**src/palrle_pkg.sv**
```systemverilog
// shared types, codes and constants for the palette run-length pixel decoder
// no dependencies
`default_nettype none

package palrle_pkg;

  localparam int unsigned PALETTE_DEPTH_DEF = 256;
  localparam int unsigned RGB_W             = 24;
  localparam logic [7:0]  ALPHA_OPAQUE      = 8'hFF;
  localparam logic [7:0]  ALPHA_CLEAR       = 8'h00;

  typedef enum logic [1:0] {
    MODE_CLEAR = 2'd0,
    MODE_INDEX = 2'd1,
    MODE_PAIR  = 2'd2,
    MODE_ALPHA = 2'd3
  } mode_e;

  typedef enum logic {
    OP_LOAD   = 1'b0,
    OP_STREAM = 1'b1
  } op_e;

  typedef enum logic {
    KIND_PIXEL = 1'b0,
    KIND_CUT   = 1'b1
  } kind_e;

  typedef struct packed {
    logic       operation;
    logic [7:0] palette_slot;
    logic [7:0] load_red;
    logic [7:0] load_green;
    logic [7:0] load_blue;
    logic [7:0] stream_byte;
    logic       final_byte;
  } in_item_t;

  typedef struct packed {
    logic       result_kind;
    logic [7:0] pixel_red;
    logic [7:0] pixel_green;
    logic [7:0] pixel_blue;
    logic [7:0] pixel_alpha;
    logic       run_end;
  } out_item_t;

  typedef logic [7:0] cfg_word_t;

  // palette access from the controller
  typedef struct packed {
    logic             wr_en;
    logic [7:0]       wr_slot;
    logic [RGB_W-1:0] wr_rgb;
    logic             rd_en;
    logic [7:0]       rd_slot;
  } pal_req_t;

endpackage

`default_nettype wire

```
**src/palrle_ctrl.sv**
```systemverilog
// run decoder: parses control and data bytes, issues palette writes and reads, drives result register
// depends on palrle_pkg
`default_nettype none

module palrle_ctrl (
  input  wire logic                  clk_i,
  input  wire logic                  rst_ni,
  input  wire logic                  in_valid_i,
  input  wire palrle_pkg::in_item_t  in_data_i,
  output logic                       in_ready_o,
  output logic                       out_valid_o,
  output palrle_pkg::out_item_t      out_data_o,
  input  wire logic                  out_ready_i,
  input  wire logic                  cfg_valid_i,
  input  wire palrle_pkg::cfg_word_t cfg_data_i,
  output logic                       cfg_ready_o,
  output palrle_pkg::pal_req_t       pal_req_o,
  input  wire logic [palrle_pkg::RGB_W-1:0] pal_rgb_i
);
  import palrle_pkg::*;

  typedef enum logic [1:0] {
    ST_IDLE,
    ST_LOOKUP,
    ST_ZRUN,
    ST_CUT
  } state_e;

  state_e    state_q, state_d;
  mode_e     run_mode_q, run_mode_d;
  logic [5:0] run_left_q, run_left_d;
  logic      pair_phase_q, pair_phase_d;
  logic [7:0] held_index_q, held_index_d;
  logic [7:0] default_idx_q, default_idx_d;
  logic [5:0] zleft_q, zleft_d;
  logic      pend_cut_q, pend_cut_d;
  logic [7:0] alpha_q, alpha_d;
  logic      out_valid_q, out_valid_d;
  out_item_t out_q, out_d;

  logic accept;
  logic out_free;

  assign in_ready_o  = (state_q == ST_IDLE);
  assign accept      = in_valid_i && in_ready_o;
  assign out_free    = !out_valid_q || out_ready_i;
  assign cfg_ready_o = 1'b1;

  always_comb begin
    logic [7:0] b;
    logic [5:0] cnt;
    logic [5:0] left_n;
    logic       pix;
    logic       cut;
    mode_e      mode;

    b      = in_data_i.stream_byte;
    cnt    = b[7:2];
    mode   = mode_e'(b[1:0]);
    left_n = run_left_q;
    pix    = 1'b0;
    cut    = 1'b0;

    state_d       = state_q;
    run_mode_d    = run_mode_q;
    run_left_d    = run_left_q;
    pair_phase_d  = pair_phase_q;
    held_index_d  = held_index_q;
    default_idx_d = default_idx_q;
    zleft_d       = zleft_q;
    pend_cut_d    = pend_cut_q;
    alpha_d       = alpha_q;
    out_valid_d   = out_valid_q;
    out_d         = out_q;
    pal_req_o     = '0;

    if (out_valid_q && out_ready_i) begin
      out_valid_d = 1'b0;
    end
    if (cfg_valid_i) begin
      default_idx_d = cfg_data_i;
    end

    case (state_q)
      ST_IDLE: begin
        if (accept) begin
          if (in_data_i.operation == OP_LOAD) begin
            pal_req_o.wr_en   = 1'b1;
            pal_req_o.wr_slot = in_data_i.palette_slot;
            pal_req_o.wr_rgb  = {in_data_i.load_red, in_data_i.load_green,
                                 in_data_i.load_blue};
          end else begin
            if (run_left_q == '0) begin
              if (mode == MODE_CLEAR) begin
                if (cnt != '0) begin
                  zleft_d = cnt;
                  state_d = ST_ZRUN;
                end
              end else if (cnt != '0) begin
                run_mode_d   = mode;
                left_n       = cnt;
                pair_phase_d = 1'b0;
              end
            end else begin
              case (run_mode_q)
                MODE_INDEX: begin
                  pal_req_o.rd_slot = b;
                  alpha_d           = ALPHA_OPAQUE;
                  left_n            = run_left_q - 6'd1;
                  pix               = 1'b1;
                end
                MODE_PAIR: begin
                  if (!pair_phase_q) begin
                    held_index_d = b;
                    pair_phase_d = 1'b1;
                  end else begin
                    pal_req_o.rd_slot = held_index_q;
                    alpha_d           = b;
                    pair_phase_d      = 1'b0;
                    left_n            = run_left_q - 6'd1;
                    pix               = 1'b1;
                  end
                end
                default: begin
                  pal_req_o.rd_slot = default_idx_q;
                  alpha_d           = b;
                  left_n            = run_left_q - 6'd1;
                  pix               = 1'b1;
                end
              endcase
            end
            run_left_d = left_n;
            cut        = in_data_i.final_byte && (left_n != '0);
            pend_cut_d = cut;
            pal_req_o.rd_en = pix;
            if (in_data_i.final_byte) begin
              run_mode_d   = MODE_CLEAR;
              run_left_d   = '0;
              pair_phase_d = 1'b0;
              held_index_d = '0;
            end
            if (pix) begin
              state_d = ST_LOOKUP;
            end else if (cut) begin
              state_d = ST_CUT;
            end
          end
        end
      end
      ST_LOOKUP: begin
        if (out_free) begin
          out_valid_d       = 1'b1;
          out_d.result_kind = KIND_PIXEL;
          out_d.pixel_red   = pal_rgb_i[23:16];
          out_d.pixel_green = pal_rgb_i[15:8];
          out_d.pixel_blue  = pal_rgb_i[7:0];
          out_d.pixel_alpha = alpha_q;
          out_d.run_end     = !pend_cut_q;
          state_d           = pend_cut_q ? ST_CUT : ST_IDLE;
        end
      end
      ST_ZRUN: begin
        if (out_free) begin
          out_valid_d       = 1'b1;
          out_d.result_kind = KIND_PIXEL;
          out_d.pixel_red   = '0;
          out_d.pixel_green = '0;
          out_d.pixel_blue  = '0;
          out_d.pixel_alpha = ALPHA_CLEAR;
          out_d.run_end     = (zleft_q == 6'd1);
          zleft_d           = zleft_q - 6'd1;
          if (zleft_q == 6'd1) begin
            state_d = ST_IDLE;
          end
        end
      end
      ST_CUT: begin
        if (out_free) begin
          out_valid_d       = 1'b1;
          out_d.result_kind = KIND_CUT;
          out_d.pixel_red   = '0;
          out_d.pixel_green = '0;
          out_d.pixel_blue  = '0;
          out_d.pixel_alpha = ALPHA_CLEAR;
          out_d.run_end     = 1'b1;
          pend_cut_d        = 1'b0;
          state_d           = ST_IDLE;
        end
      end
      default: begin
        state_d = ST_IDLE;
      end
    endcase
  end

  always_ff @(posedge clk_i or negedge rst_ni) begin
    if (!rst_ni) begin
      state_q       <= ST_IDLE;
      run_mode_q    <= MODE_CLEAR;
      run_left_q    <= '0;
      pair_phase_q  <= 1'b0;
      held_index_q  <= '0;
      default_idx_q <= '0;
      zleft_q       <= '0;
      pend_cut_q    <= 1'b0;
      out_valid_q   <= 1'b0;
    end else begin
      state_q       <= state_d;
      run_mode_q    <= run_mode_d;
      run_left_q    <= run_left_d;
      pair_phase_q  <= pair_phase_d;
      held_index_q  <= held_index_d;
      default_idx_q <= default_idx_d;
      zleft_q       <= zleft_d;
      pend_cut_q    <= pend_cut_d;
      out_valid_q   <= out_valid_d;
    end
  end

  // payload registers
  always_ff @(posedge clk_i) begin
    alpha_q <= alpha_d;
    out_q   <= out_d;
  end

  assign out_valid_o = out_valid_q;
  assign out_data_o  = out_q;

endmodule

`default_nettype wire

```
**config.mk**
```make
export PLATFORM = sky130hd
export DESIGN_NAME = palrle_ctrl
export DESIGN_NICKNAME = d
export VERILOG_FILES = /design/src/palrle_pkg.sv /design/src/palrle_ctrl.sv
export SDC_FILE = /design/constraint.sdc
export NUM_CORES = 1
export LEC_CHECK = 0
export BUFFER_PORTS_ARGS = -buffer_cell sky130_fd_sc_hd__buf_4
export CORE_MARGIN = 2
export CORE_UTILIZATION = 30
export CTS_CLUSTER_DIAMETER = 60
export DETAILED_ROUTE_END_ITERATION = 10
export PLACE_DENSITY = 0.64
export SLEW_MARGIN = 40
export SYNTH_ARGS = -nofsm -noshare
export SYNTH_HDL_FRONTEND = slang
export SYNTH_SLANG_ARGS = --single-unit
```
**constraint.sdc**
```tcl
create_clock -name clk_i -period 5.1 [get_ports clk_i]
set_clock_uncertainty 0.1 [all_clocks]
set_input_delay 0.51 -clock clk_i [delete_from_list [all_inputs] [get_ports clk_i]]
set_output_delay 0.51 -clock clk_i [all_outputs]
set_load 0.005 [all_outputs]
```
==> impl_metrics.ini <==
[finish]
fin_nets = 628
mostFrequentLayoutCell = sky130_fd_sc_hd__buf_4
finalInstanceArea_sq_um = 5700
layout-area-overhead-vs-synth_pct = 39.9
final_util = 0.430
layout_common_cells = sky130_fd_sc_hd__buf_4 (158), sky130_fd_sc_hd__edfxtp_1 (42), sky130_fd_sc_hd__nor2_1 (38)
final_layout_size_suffix_gt1_frac = 0.376
antennaDiodeCount = 0

[routing]
antenna_left = 0
drt-total-wl_um = 10700
remaining_design_rule_violation_count = 0
via_per_inst = 4.78
vias = 3464
wl_per_cell_um = 14.8
drt_pre_antenna_iters = 5
dr.first_iter.drc_count = 266

[logic_synthesis]
yosysTopAreaCell = sky130_fd_sc_hd__edfxtp_1
synth.lib_cells_used.distinct = 53
synthesis.area_sq_um = 4070
synth.top_cells.by_area = sky130_fd_sc_hd__edfxtp_1 (31%), sky130_fd_sc_hd__dfrtp_1 (21%), sky130_fd_sc_hd__nor2b_1 (5.7%)
ys_seq_area_frac = 0.525
top_reg_cell_synth = sky130_fd_sc_hd__edfxtp_1
share_of_the_synthesized_area_in_the_top_cell_type = 0.310
synth.ff_latch_count = 77
synth_fp_nets = 482
ys_warn_count = 0
post_synth.cell_area_avg_sq_um = 10.3
synth-edff-count = 42
synth-async-reset-ratio = 0.455
syn-instance-count = 397

[placed_design]
port_buffers = 156
placement.cell_area_sq_um = 5390
hpwl_um = 7650
final_wtd_congestion = 0.827

[outcome]
status = finished clean

[worst_setup_path]
arrival_ns = 2.40
critical-path-max-stage-delay_ns = 0.52
worstRegToRegCells = 4
r2r_end = alpha_q[6]
worstSetupPathType = flop to primary output
crit_chain = nor2_2 -> and3_1 -> nand2_1 -> nor2_1 -> buf_4
startpoint_type = flop
end_kind = primary output
critical_path_required_ns = 4.49
path_depth = 5
path_max_fanout = 11
ff2ff_setup_slack_ns = 2.35
critical_path.endpoint = pal_req_o[8]
cp_top_family = simple AND/OR/NAND/NOR gates
rr_startpoint = state_q[0]
crit_buf_inv = 1
timing.critical_path.from = state_q[0]
critical-path-slowest-cell = sky130_fd_sc_hd__and3_1

[timing]
hold_viol = 0
worst-slew-pin-transition_ns = 0.623
setup-tns-final_ns = 0
setup-violations-final = 0
max_clock_freq_mhz = 332
drv_slew = 0
post-route-period-util = 0.590
setup_repair_after_global_routing_missed_its_margin = no
timing.slew.headroom = 0.585
finalCriticalPeriod_ns = 3.01

[die]
initial_core_util = 0.308
fp.dieArea_sq_um = 14500
core-area_sq_um = 13200
placementRows = 42
ioPinCount = 158
width_of_the_chip_um = 121
die_height_um = 121

[clocking]
cts_made_buffers = 9
deepest_level_of_the_cts_h_tree = 3
clk_root_buffer_cell = sky130_fd_sc_hd__clkbuf_16
post-cts-setup-buffers = 0
cts-resized-gates = 0
tritoncts_num_sinks = 77
cts_tree = done
clkLatencyLatePin_ns = 0.33
post_cts_hold_buffer_count = 0
clock_path_buffers = 2
clk_transition_reported_paths_ns = 0.06

[job]
maxCapViolations = 0

[grt]
global_route_total_usage_across_every_layer = 0.143
grt_pass1_vias = 3236
grt_max_degree = 39
antenna_violations_before_repair = 0
grt_pass1_wl_um = 16500
grt_overflow_total = 0

[power]
p_leak_nw = 2.46
power.density_cell_area_nw_per_um2 = 520
fin_total_pwr_mw = 2.96
vdd.ir_drop.worst_mv = 0.228

[min_path]
min-delay-path-class = input port to async pin
-- logic make-up after synthesis --
group,count (synthesis),synth area share
flip-flops,77,0.525
multiplexers,10,0.0270
adder cells (fa/ha/maj),6,0.0184
buffers and inverters,29,0.0307
other,1,0.000920
AO/OA/AOI/OAI,84,0.136
AND/OR/NAND/NOR,189,0.260
XOR/XNOR,1,0.00215
-- metal layers --
layer  global-route usage  part of all wire
met5                    0                 0
met4               0.0356            0.0092
met3               0.0354             0.050
met2                0.244              0.51
met1                0.182              0.43
-- sequential cells by signal, summed over array words and instances, names as in the netlist --
register and flops:
out_data_o 34, alpha_q 8, default_idx_q 8, held_index_q 8, run_left_q 6, zleft_q 6, run_mode_q 2, state_q 2
out_valid_o 1, pair_phase_q 1, pend_cut_q 1
-- how the worst min path moves through the flow --
stage	start	to	slack, ns	cells past startpoint
6_report	rst_ni	held_index_q[5]	0.03	1
5_1_grt	rst_ni	held_index_q[5]	0.07	1
4_1_cts	rst_ni	default_idx_q[5]	0.05	1
3_5_place_dp	held_index_q[4]	held_index_q[4]	0.38	2
3_3_place_gp	held_index_q[4]	held_index_q[4]	0.37	2
2_1_floorplan	rst_ni	default_idx_q[0]	0.11	0
-- layout make-up --
cell class / count / area [sq um]
fill: 1301 / 7540
sequential: 77 / 2140
multi-input combinational: 291 / 1830
timing repair buffer: 158 / 1190
clock buffer: 9 / 225
tap: 176 / 220
clock inverter: 7 / 80.1
inverter: 6 / 22.5
-- power breakdown --
group	internal, mW	leakage [nW]	total, mW	switching (mW)
clock	0.387	0.149	0.656	0.269
combinational	0.556	1.48	1.24	0.685
sequential	0.942	0.833	1.07	0.123
-- per-stage QoR --
step	setup WS [ns]	cells	hold WS [ns]
6_report	2.09	724	0.0338
5_1_grt	1.95	724	0.0694
4_1_cts	2.08	724	0.0452
3_5_place_dp	2.38	708	0.376
3_3_place_gp	2.34	708	0.371
2_1_floorplan	2.24	397	0.114
-- synth_stat cells, drive strengths merged (8+ instances only) --
library cell / n
nand2b: 15
nand2: 27
edfxtp: 42
dfrtp: 35
nor2: 42
nor2b: 37
mux2: 8
o21ai: 30
a22oi: 13
and2: 36
or2: 10
clkbuf: 17
a21oi: 16
Note: power is estimated with default switching activity, not from simulation.
